File: src/hdl/mbrfc_pkg.sv
package mbrfc_pkg;

  localparam logic [15:0] CrcInit = 16'hFFFF;
  localparam logic [15:0] CrcPoly = 16'hA001;
  localparam logic [8:0]  PosMax  = 9'd511;

  localparam int unsigned SizeLimit    = 256;
  localparam int unsigned RespOverhead = 5;
  localparam int unsigned CoilByteMax  = SizeLimit - RespOverhead;

  localparam logic [7:0] FC_READ_COILS      = 8'd1;
  localparam logic [7:0] FC_READ_DISCRETE   = 8'd2;
  localparam logic [7:0] FC_READ_HOLDING    = 8'd3;
  localparam logic [7:0] FC_READ_INPUT      = 8'd4;
  localparam logic [7:0] FC_WRITE_COIL      = 8'd5;
  localparam logic [7:0] FC_WRITE_REG       = 8'd6;
  localparam logic [7:0] FC_WRITE_COILS     = 8'd15;
  localparam logic [7:0] FC_WRITE_REGS      = 8'd16;

  localparam logic [2:0] ST_OK         = 3'd0;
  localparam logic [2:0] ST_BAD_CRC    = 3'd1;
  localparam logic [2:0] ST_BAD_FUNC   = 3'd2;
  localparam logic [2:0] ST_ADDR_RANGE = 3'd3;
  localparam logic [2:0] ST_QTY_LARGE  = 3'd4;
  localparam logic [2:0] ST_SHORT      = 3'd5;

  localparam logic [0:0] REG_REGISTER_COUNT = 1'b0;

  typedef struct packed {
    logic [15:0] crc;
    logic [15:0] held;
    logic [7:0]  func;
    logic [15:0] addr;
    logic [15:0] qty;
    logic        short_frame;
  } frame_rec_t;

  function automatic logic [15:0] crc_feed(input logic [15:0] crc_in, input logic [7:0] data);
    logic [15:0] c;
    c = crc_in ^ {8'h00, data};
    for (int i = 0; i < 8; i++) begin
      if (c[0]) begin
        c = (c >> 1) ^ CrcPoly;
      end else begin
        c = c >> 1;
      end
    end
    return c;
  endfunction

endpackage

File: src/hdl/mbrfc_in_if.sv
interface mbrfc_in_if;
  logic       valid;
  logic       ready;
  logic [7:0] frame_byte;
  logic       last_byte;

  modport source (output valid, output frame_byte, output last_byte, input ready);
  modport sink (input valid, input frame_byte, input last_byte, output ready);
endinterface

File: src/hdl/mbrfc_tracker.sv
module mbrfc_tracker
  import mbrfc_pkg::*;
(
  input  logic       clk_i,
  input  logic       rst_ni,
  mbrfc_in_if.sink   in_i,
  output frame_rec_t rec_o,
  output logic       rec_valid_o,
  input  logic       rec_ready_i
);

  logic [15:0] crc_q, crc_d;
  logic [8:0]  pos_q, pos_inc;
  logic [15:0] held_q, held_d;
  logic [7:0]  func_q, func_d;
  logic [15:0] addr_q, addr_d;
  logic [15:0] qty_q, qty_d;
  logic [15:0] base_crc, base_held, base_addr, base_qty;
  logic [7:0]  base_func;
  frame_rec_t  rec_q;
  logic        rec_valid_q;
  logic        accept;
  logic        first;

  assign in_i.ready  = !rec_valid_q || rec_ready_i;
  assign accept      = in_i.valid && in_i.ready;
  assign rec_o       = rec_q;
  assign rec_valid_o = rec_valid_q;
  assign first       = (pos_q == 9'd0);

  always_comb begin
    base_crc  = first ? CrcInit : crc_q;
    base_held = first ? 16'h0000 : held_q;
    base_func = first ? 8'h00 : func_q;
    base_addr = first ? 16'h0000 : addr_q;
    base_qty  = first ? 16'h0000 : qty_q;

    crc_d  = (pos_q >= 9'd2) ? crc_feed(base_crc, base_held[15:8]) : base_crc;
    held_d = {base_held[7:0], in_i.frame_byte};
    func_d = (pos_q == 9'd1) ? in_i.frame_byte : base_func;
    addr_d = base_addr;
    qty_d  = base_qty;
    if (pos_q == 9'd2) addr_d = {in_i.frame_byte, base_addr[7:0]};
    if (pos_q == 9'd3) addr_d = {base_addr[15:8], in_i.frame_byte};
    if (pos_q == 9'd4) qty_d  = {in_i.frame_byte, base_qty[7:0]};
    if (pos_q == 9'd5) qty_d  = {base_qty[15:8], in_i.frame_byte};

    pos_inc = (pos_q == PosMax) ? PosMax : pos_q + 9'd1;
  end

  always_ff @(posedge clk_i or negedge rst_ni) begin
    if (!rst_ni) begin
      crc_q       <= CrcInit;
      pos_q       <= 9'd0;
      held_q      <= 16'h0000;
      func_q      <= 8'h00;
      addr_q      <= 16'h0000;
      qty_q       <= 16'h0000;
      rec_valid_q <= 1'b0;
    end else begin
      if (accept) begin
        pos_q  <= in_i.last_byte ? 9'd0 : pos_inc;
        crc_q  <= in_i.last_byte ? CrcInit : crc_d;
        held_q <= held_d;
        func_q <= func_d;
        addr_q <= addr_d;
        qty_q  <= qty_d;
      end
      if (accept && in_i.last_byte) begin
        rec_valid_q <= 1'b1;
      end else if (rec_ready_i) begin
        rec_valid_q <= 1'b0;
      end
    end
  end

  always_ff @(posedge clk_i) begin
    if (accept && in_i.last_byte) begin
      rec_q <= '{crc: crc_d, held: held_d, func: func_d, addr: addr_d, qty: qty_d,
                 short_frame: (pos_q < 9'd3)};
    end
  end

  a_pos_clear_at_end: assert property (@(posedge clk_i) disable iff (!rst_ni)
    accept && in_i.last_byte |=> pos_q == 9'd0)
    else $error("frame position not cleared after final byte");

  a_crc_init_at_start: assert property (@(posedge clk_i) disable iff (!rst_ni)
    pos_q == 9'd0 |-> crc_q == CrcInit)
    else $error("crc not at init value at frame start");

endmodule

File: src/flat_wrapper.sv
// flat-port wrapper written by rule: the top's interface ports become plain ports
module mbrfc_tracker_flat import mbrfc_pkg::*;
  (clk_i, rst_ni, rec_o, rec_valid_o, rec_ready_i, in_i_valid, in_i_frame_byte, in_i_last_byte, in_i_ready);
  mbrfc_in_if in_i_i ();
  input  logic clk_i;
  input  logic rst_ni;
  output frame_rec_t rec_o;
  output logic rec_valid_o;
  input  logic rec_ready_i;
  input wire logic [$bits(in_i_i.valid)-1:0] in_i_valid;
  input wire logic [$bits(in_i_i.frame_byte)-1:0] in_i_frame_byte;
  input wire logic [$bits(in_i_i.last_byte)-1:0] in_i_last_byte;
  output wire logic [$bits(in_i_i.ready)-1:0] in_i_ready;
  assign in_i_i.valid = in_i_valid;
  assign in_i_i.frame_byte = in_i_frame_byte;
  assign in_i_i.last_byte = in_i_last_byte;
  assign in_i_ready = in_i_i.ready;
  mbrfc_tracker u_core (.clk_i(clk_i), .rst_ni(rst_ni), .in_i(in_i_i), .rec_o(rec_o), .rec_valid_o(rec_valid_o), .rec_ready_i(rec_ready_i));
endmodule
File: config.mk
export PLATFORM = sky130hd
export DESIGN_NAME = mbrfc_tracker_flat
export DESIGN_NICKNAME = d
export VERILOG_FILES = /design/src/hdl/mbrfc_pkg.sv /design/src/hdl/mbrfc_in_if.sv /design/src/hdl/mbrfc_tracker.sv /design/src/flat_wrapper.sv
export SDC_FILE = /design/constraint.sdc
export NUM_CORES = 1
export LEC_CHECK = 0
export BUFFER_PORTS_ARGS = -buffer_cell sky130_fd_sc_hd__clkbuf_2
export CAP_MARGIN = 5
export CORE_MARGIN = 8
export CORE_UTILIZATION = 30
export CTS_BUF_LIST = sky130_fd_sc_hd__clkbuf_4 sky130_fd_sc_hd__clkbuf_8 sky130_fd_sc_hd__clkbuf_16
export DETAILED_ROUTE_END_ITERATION = 8
export PLACE_DENSITY = 0.52
export SYNTH_ARGS = -nofsm -noshare
export SYNTH_HDL_FRONTEND = slang
export SYNTH_SLANG_ARGS = --single-unit
File: constraint.sdc
create_clock -name clk_i -period 4.4 [get_ports clk_i]
set_input_delay 0.22 -clock clk_i [delete_from_list [all_inputs] [get_ports clk_i]]
set_output_delay 0.22 -clock clk_i [all_outputs]
set_load 0.02 [all_outputs]
==> results of run 1 <==
layout by cell type, fill, tap and decap left out, types with 2 or more instances in the layout:
master	n
and3_1	4
o21ai_0	20
clkbuf_4	3
and2_1	13
bufinv_16	4
a31oi_1	2
nor2_1	20
a22o_1	64
nor3_1	4
xnor3_1	2
inv_6	3
mux2_2	8
buf_4	5
xnor2_1	12
nor3_2	3
clkinvlp_4	2
clkbuf_16	17
clkbuf_2	86
dfstp_2	16
o22a_1	13
o21ai_1	3
and4_1	2
o21ai_2	2
inv_1	3
nor4_4	2
a21oi_1	18
nand3_1	10
ha_1	4
a31o_2	2
nand2b_1	2
nand2_1	78
dfrtp_1	66
o22ai_1	5
xor2_1	4
edfxtp_1	73
how the worst max path moves through the flow:
| stage | cells past startpoint | slack (ns) | to | start |
|---|---|---|---|---|
| 2_1_floorplan | 6 | 0.97 | u_core.rec_o[0] | u_core.rec_valid_o |
| 3_3_place_gp | 6 | 2.01 | u_core.rec_o[6] | u_core.rec_valid_o |
| 3_5_place_dp | 6 | 1.91 | u_core.held_q[15] | u_core.pos_q[1] |
| 4_1_cts | 6 | 1.90 | u_core.held_q[15] | u_core.pos_q[1] |
| 5_1_grt | 6 | 1.66 | u_core.crc_q[8] | u_core.pos_q[1] |
| 6_report | 5 | 1.89 | u_core.rec_o[68] | u_core.pos_q[1] |
registers in the layout (all words and copies together), names as in the netlist:
register / count
u_core.rec_o: 73
u_core.addr_q: 16
u_core.crc_q: 16
u_core.held_q: 16
u_core.qty_q: 16
u_core.pos_q: 9
u_core.func_q: 8
u_core.rec_valid_o: 1
cells in the mapped netlist, types with 2 or more instances:
master    instances  area share, %
o22ai_1           5           0.48
buf_4             2           0.23
and4_1            2           0.27
a31o_2            2           0.27
inv_1             4           0.23
a31oi_1           2           0.19
buf_1             3           0.17
and3_1            4           0.38
o21ai_2           2           0.27
clkbuf_1         21            1.2
o21ai_0          20            1.5
edfxtp_1         73             34
nand2b_1          2           0.19
nor3_2            3           0.46
a21oi_1          18            1.4
nand2_1          78            4.5
buf_2             6           0.46
and2_1           13            1.2
o21ai_1           3           0.23
o22a_1           13            1.7
xnor2_1          12            1.6
nor2_1           20            1.1
xor2_1            4           0.54
mux2_2            8            1.4
xnor3_1           2           0.69
nor4_4            2           0.65
a22o_1           64            8.6
dfrtp_1          66             25
nor3_1            4           0.31
nand3_1          10           0.77
dfstp_2          16            6.4
ha_1              4           0.77
layout make-up:
| type | count | area, µm² |
|---|---|---|
| Clock buffer | 20 | 447.9 |
| Fill cell | 2088 | 13760 |
| Tap cell | 280 | 350.3 |
| Timing Repair Buffer | 91 | 467.9 |
| Multi-Input combinational cell | 315 | 2125 |
| Inverter | 4 | 15.01 |
| Sequential cell | 155 | 4264 |
| Clock inverter | 12 | 186.4 |
power by group:
| part | switching [mW] | internal, mW |
|---|---|---|
| clock | 0.585 | 0.977 |
| sequential | 0.142 | 1.80 |
| combinational | 0.674 | 0.506 |
| total | 1.40 | 3.28 |
layer usage:
layer,track usage [%],vias to the layer above
met5,0,-
met4,4.215,0
met3,3.780,10
met2,17.96,120
met1,15.69,2106
li1,-,2022
worst register-to-register path, cell delays in order, from the launching register on:
cell and delay [ns]:
dfrtp_1 0.47, inv_1 0.13, ha_1 0.42, nand3_1 0.53, nand2_1 0.47, o22ai_1 0.19
cells by family after synthesis:
kind of cell	share of synthesized area [%]
flip-flops	65.21
AND/OR/NAND/NOR	10.56
XOR/XNOR	3.865
multiplexers	1.378
AO/OA/AOI/OAI	15.92
adder cells (fa/ha/maj)	0.7654
buffers and inverters	2.296
metrics by stage:
stage	utilization [%]	hold WS, ns	setup WS, ns
floorplan	-	-0.07559	0.9691
global placement	33.40	0.4511	2.005
detailed placement	33.40	0.4551	1.914
CTS	36.34	0.02530	1.899
global route	36.34	0.09130	1.662
finish	36.34	-0.04002	1.889
==> reports/metrics.csv, run 1 <==
metric,value,unit
run status,"complete, but fails checks",
failing checks,negative hold slack,
vias in the first global route,4380,
"Cell Area, Placed",7222,µm²
TritonCTS Buffers,17,
critical path class,register to register,
Post-CTS Setup Bufs,0,
Vias,4258,
metal2 WL,6907,µm
number of library cell types mapped by synthesis,50,
buffers and inverters on the worst path,1,
CP startpoint kind,register,
antenna-violating nets left,0,
DR vias/cell,4.855,
asr flop ratio synth,52.90,%
CTS tree,done,
# DRC,0,
latest clock arrival within the worst-skew pair,0.42,ns
CP Cell Sequence,inv_1 > ha_1 > nand3_1 > nand2_1 > o22ai_1,
Slew HR,28.02,%
Area Overhead vs Synth,20.15,%
critical path's slowest cell,nand3_1,
root buf cell,clkbuf_16,
RePlAce Congestion,0.8469,
antenna cell count,0,
Mapped Cells,506,
Die W,163.6,µm
DRT iter0 DRCs,306,
GRT Total Usage,11.86,%
worst-path fanout max,16,
"setup slack, reg-to-reg",1.89,ns
Critical Path AT,2.62,ns
I/O pins,88,
syn avg cell area,12.92,µm²
Final Cell Area,7856,µm²
"wirelength, routed",15400,µm
Buffers on Ports,87,
Most used DFF post-synth,edfxtp_1,
Post-Layout Cell Count,877,
Die ar.,26780,µm²
Tcrit/Tclk final,57.06,%
Hold Path Class,input port to asynchronous set/reset pin,
dpl hpwl,10040,µm
Top Metal Used,met4,
syn nets,523,
worst slew pin tran,1.080,ns
initial antenna violation count,0,
hold_ws,-0.04002,ns
share of cells above drive strength 1,27.81,%
RSZ-0062 raised after global routing,false,
"Reg clk slew, reported paths",0.06,ns
endpoint class of the critical path,register,
Max IR drop VDD,0.0003402,V
crit path time final,2.511,ns
sequential area share after synthesis,65.21,%
Crit path max-delay family,simple AND/OR/NAND/NOR gates,
Cells after DPL,845,
Post-synth EDFFs,73,
Core Box Area,21620,µm²
Worst path max stage delay,0.53,ns
remaining global-route overflow,0,
first-pass GRT wire length,24630,µm
synth warn,0,
max-slew violation count,0,
final setup TNS,0,ns
total clock sinks,155,
Die Height,163.6,µm
Peak Freq,398.3,MHz
DR pass1 iterations,4,
# rows,54,
Nets,601,
CTS Buffer Depth,2,
Syn Std Cell Area,6539,µm²
cells resized by post-CTS repair,0,
Total Power,4.682,mW
PD cells,596.0,nW/µm²
reg2reg end,u_core.rec_o[68],
Setup Skew,0.01026,ns
WL per Instance,17.56,µm
# H-tree levels,4,
Required @ worst endpoint,4.51,ns
starting density of the core,30.24,%
wl on met1,7252,µm
Pleak,3.266,nW
hold_buf cts,0,
RR Startpoint,u_core.pos_q[1],
Max Cap Violations,0,
number of synthesized register bits,155,
largest net degree at the start of global routing,83,
Final Hold Vio Count,1,
Setup-failing EPs final,0,
cells on worst reg2reg path,5,
WL met3,1121,µm
(Power assumes the default switching activity.)
==> run 2: changes to the inputs <==
clock period = 2.4 ns   (was 4.4 ns; I/O delays follow)
==> reports/metrics.csv, run 2 (same netlist as run 1, synthesis figures left out) <==
metric,value,unit
run status,"complete, no violations",
Buffers on Ports,87,
Clk pwr share,31.1,%
CTS Buffer Depth,2,
Final Hold Vio Count,0,
crit path time final,2.214,ns
pre-CTS setup slack,0.2048,ns
hold_ws,0.1293,ns
part of the power in combinational logic,27.3,%
Setup Skew,0.01255,ns
GRT Total Usage,11.87,%
"wirelength, routed",15600,µm
largest net degree at the start of global routing,74,
CTS tree,done,
switch share,30.89,%
antenna cell count,0,
max reg flops,73,
critical path class,register to register,
Post-CTS Setup Bufs,0,
Peak Freq,451.7,MHz
worst-path fanout max,17,
P_sw,2.619,mW
Critical Path AT,2.56,ns
cells on worst reg2reg path,5,
Nets,620,
Required @ worst endpoint,2.75,ns
"leading cell type in the layout, fill and taps excluded",clkbuf_2,
# DRC,0,
RSZ-0062 raised after global routing,false,
RePlAce Congestion,0.8225,
DR vias/cell,4.911,
root buf cell,clkbuf_16,
remaining global-route overflow,0,
TritonCTS Buffers,17,
Max IR drop VDD,0.0004288,V
Max Cap Violations,0,
Hold Path Class,input port to register,
Worst path max stage delay,0.58,ns
"Reg clk slew, reported paths",0.06,ns
Die W,163.6,µm
Power Internal,5.859,mW
Die ar.,26780,µm²
"crit path setup slack, layout",0.1861,ns
Pleak,3.347,nW
starting density of the core,30.24,%
CP Cell Sequence,or4_4 > nor3_2 > o2111a_2 > and2_1 > a22o_1,
Die Height,163.6,µm
DR pass1 iterations,5,
worst slew pin tran,0.9734,ns
Core Box Area,21620,µm²
Slew HR,35.11,%
dpl hpwl,10540,µm
share of cells above drive strength 1,30.36,%
depth of the worst hold-timing path,3,
register share of total power,41.7,%
"setup slack, reg-to-reg",0.19,ns
vias in the first global route,4419,
CP startpoint kind,register,
DRT iter0 DRCs,254,
# H-tree levels,4,
first-pass GRT wire length,24830,µm
initial antenna violation count,0,
Tcrit/Tclk final,92.25,%
most frequent cells in the layout,"86 x clkbuf_2, 77 x nand2_1, 73 x edfxtp_1, 65 x dfrtp_1, 64 x a22o_1",
total clock sinks,155,
I/O pins,88,
Setup-failing EPs final,0,
antenna-violating nets left,0,
cells resized by post-CTS repair,0,
Area Overhead vs Synth,22.16,%
max-slew violation count,0,
WL per Instance,17.41,µm
latest clock arrival within the worst-skew pair,0.42,ns
Vias,4400,
PD cells,1061,nW/µm²
critical path's slowest cell,or4_4,
# rows,54,
endpoint class of the critical path,register,
run 2: cell count changes in the layout (fill, tap and decap cells not counted), sizes merged:
| cell | previous run | this run |
|---|---|---|
| buf | 5 | 22 |
| clkinv | 2 | 7 |
| clkbuf | 106 | 105 |
| clkinvlp | 2 | 3 |
| inv | 8 | 5 |
| bufinv | 4 | 2 |
| dlygate4sd3 | 0 | 2 |
run 2: path summary, 6_finish.rpt:
check | from | endpoint
worst max-delay path | u_core.pos_q[5] | u_core.qty_q[10]
worst min-delay path | in_i_frame_byte[7] | u_core.held_q[7]
worst max register to register | u_core.pos_q[5] | u_core.qty_q[10]
worst min register to register | u_core.held_q[5] | u_core.held_q[5]
max in group asynchronous | rst_ni | u_core.crc_q[1]
min in group asynchronous | rst_ni | u_core.qty_q[6]
run 2: per-stage QoR:
step                      total power, mW  setup TNS (ns)  instance area, µm²  cells  util (%)
final                               8.478               0                7988    896     36.94
after global routing                8.904               0                7988    896     36.94
after CTS                           8.540               0                7988    896     36.94
after detailed placement            5.867               0                7385    862     34.16
after global placement              5.849               0                7385    862     34.16
after floorplan                     5.213          -5.383                6575    506         -
run 2: layer usage:
| layer | vias to the layer above | global-route usage, % | routed length, µm |
|---|---|---|---|
| li1 | 2060 | - | - |
| met1 | 2180 | 15.99 | 7299 |
| met2 | 147 | 18.03 | 6983 |
| met3 | 13 | 3.906 | 1131 |
| met4 | 0 | 3.099 | 182 |
| met5 | - | 0 | 0 |
run 2: timing repair:
action	in CTS	in global routing
endpoints found under the setup margin	0	0
endpoints found under the hold margin	67	0
hold buffers	2	0
run 2: critical path: cells and delay by family (launching register included):
kind | cells | cell delay [ns]
DFF | 1 | 0.48
and+or+nand+nor | 3 | 1.07
AOI/OAI and AO/OA | 2 | 0.59
run 2: cell type report:
type                    instances  area, µm²
clock buffers                  19      440.4
clock inverters                13      142.6
fillers                      2087      13630
inverters                       4      18.77
multi-input cells             315       2142
flip-flops and latches        155       4265
well taps                     280      350.3
repair buffers                110      628.1
run 2: power groups by stage:
stage	clock network, mW	logic, mW	registers (mW)
floorplan	0	1.56	3.66
global placement	0	2.28	3.57
detailed placement	0	2.29	3.58
CTS	2.69	2.32	3.53
global route	2.81	2.51	3.58
finish	2.63	2.31	3.53
==> run 3: changes to the inputs <==
CTS_BUF_LIST = unset   (was sky130_fd_sc_hd__clkbuf_4 sky130_fd_sc_hd__clkbuf_8 sky130_fd_sc_hd__clkbuf_16)
==> reports/metrics.csv, run 3 (same netlist as run 1, synthesis figures left out) <==
metric,value,unit
worst-path fanout max,17,
critical path's slowest cell,or4_4,
run status,"complete, no violations",
WL per Instance,17.34,µm
worst setup path startpoint,u_core.pos_q[5],
DRT iter0 DRCs,311,
critical path class,register to register,
Required @ worst endpoint,2.75,ns
max reg flops,73,
share of cells above drive strength 1,30.03,%
cells resized by post-CTS repair,0,
Core Box Area,21620,µm²
cells on worst reg2reg path,5,
"wirelength, routed",15540,µm
Setup Skew,0.01469,ns
Max Cap Violations,0,
buffers and inverters on the worst path,0,
CTS tree,done,
Cells after DPL,862,
RSZ-0062 raised after global routing,false,
CTS Buffer Depth,2,
CP startpoint kind,register,
I/O pins,88,
reg2reg end,u_core.qty_q[10],
Final Hold Vio Count,0,
Peak Freq,453.3,MHz
starting density of the core,30.24,%
CP Cell Sequence,or4_4 > nor3_2 > o2111a_2 > and2_1 > a22o_1,
# rows,54,
crit path time final,2.206,ns
latest clock arrival within the worst-skew pair,0.42,ns
vias in the first global route,4429,
part of the power in combinational logic,27.3,%
# DRC,0,
RePlAce Congestion,0.8225,
Die Height,163.6,µm
antenna cell count,0,
register share of total power,41.9,%
largest net degree at the start of global routing,74,
antenna-violating nets left,0,
P_sw,2.605,mW
GRT Total Usage,11.88,%
endpoint class of the critical path,register,
worst setup path end,u_core.qty_q[10],
Fill cells,2086,
Max IR drop VDD,0.0004287,V
total clock sinks,155,
Die ar.,26780,µm²
Pleak,3.340,nW
Slew HR,35.59,%
DR pass1 iterations,4,
RR Startpoint,u_core.pos_q[5],
PD cells,1058,nW/µm²
Clk pwr share,30.9,%
switch share,30.86,%
Tcrit/Tclk final,91.91,%
Critical Path AT,2.55,ns
Nets,620,
DR vias/cell,4.868,
Buffers on Ports,87,
Area Overhead vs Synth,22.04,%
"Cell Area, Placed",7385,µm²
Setup-failing EPs final,0,
Power Internal,5.836,mW
Post-Layout Cell Count,896,
Worst path max stage delay,0.58,ns
root buf cell,clkbuf_16,
initial antenna violation count,0,
most frequent cells in the layout,"86 x clkbuf_2, 77 x nand2_1, 73 x edfxtp_1, 65 x dfrtp_1, 64 x a22o_1",
worst slew pin tran,0.9661,ns
hold_ws,0.1285,ns
Die W,163.6,µm
Hold Path Class,input port to register,
"Reg clk slew, reported paths",0.06,ns
TritonCTS Buffers,17,
first-pass GRT wire length,24850,µm
remaining global-route overflow,0,
# H-tree levels,4,
Crit path max-delay family,simple AND/OR/NAND/NOR gates,
final setup TNS,0,ns
Vias,4362,
max-slew violation count,0,
dpl hpwl,10540,µm
"setup slack, reg-to-reg",0.19,ns
"leading cell type in the layout, fill and taps excluded",clkbuf_2,
CP Depth,5,
Final Cell Area,7980,µm²
-- run 3: cell counts in the layout (fill, tap and decap cells not counted) --
No cell type changed its count.
-- run 3: layout make-up --
type                       instances  area, µm²  share of cell area (%)
inverter                           4      18.77                  0.2352
multi-input combinational        315       2142                   26.84
clock inverter                    13      142.6                   1.787
clock buffer                      19      432.9                   5.425
sequential                       155       4265                   53.45
timing repair buffer             110      628.1                   7.871
tap                              280      350.3                   4.390
-- run 3: how the worst min path moves through the flow --
stage	to	depth (start not counted)	startpoint	slack, ns
4_1_cts	u_core.held_q[7]	3	in_i_frame_byte[7]	0.11
5_1_grt	u_core.pos_q[1]	2	in_i_last_byte	0.15
6_report	u_core.held_q[0]	3	in_i_frame_byte[0]	0.13
3_3_place_gp	u_core.qty_q[6]	1	rst_ni	0.33
3_5_place_dp	u_core.qty_q[6]	1	rst_ni	0.33
2_1_floorplan	u_core.addr_q[0]	0	rst_ni	-0.18
-- run 3: worst min-delay path, cell delays in order --
cell and delay, ns:
clkbuf_2 0.22, nand2_1 0.11, nand2_1 0.04
-- run 3: metrics by stage --
stage	setup slack (ns)	power, mW	utilization (%)
after global routing	0.04658	8.882	36.91
final	0.1940	8.441	36.91
after detailed placement	0.2048	5.867	34.16
after floorplan	-0.07373	5.213	-
after CTS	0.1794	8.518	36.91
after global placement	0.2562	5.849	34.16
-- run 3: routing by layer --
metal	vias to the layer above	GRT usage [%]	wire length, µm
met5	-	0	0
met4	0	3.099	154
met3	12	3.906	1039
met2	124	18.05	6993
met1	2160	16.01	7351
li1	2066	-	-
-- run 3: power by group through the flow --
stage,combinational (mW),clock [mW],sequential (mW)
2_1_floorplan,1.56,0,3.66
5_1_grt,2.51,2.79,3.58
3_3_place_gp,2.28,0,3.57
3_5_place_dp,2.29,0,3.58
4_1_cts,2.32,2.67,3.53
6_report,2.30,2.60,3.53
-- run 3: what timing repair did --
item                                   in CTS  in global routing
hold buffers                                2                  0
setup buffers                               0                  0
endpoints found under the hold margin      67                  0
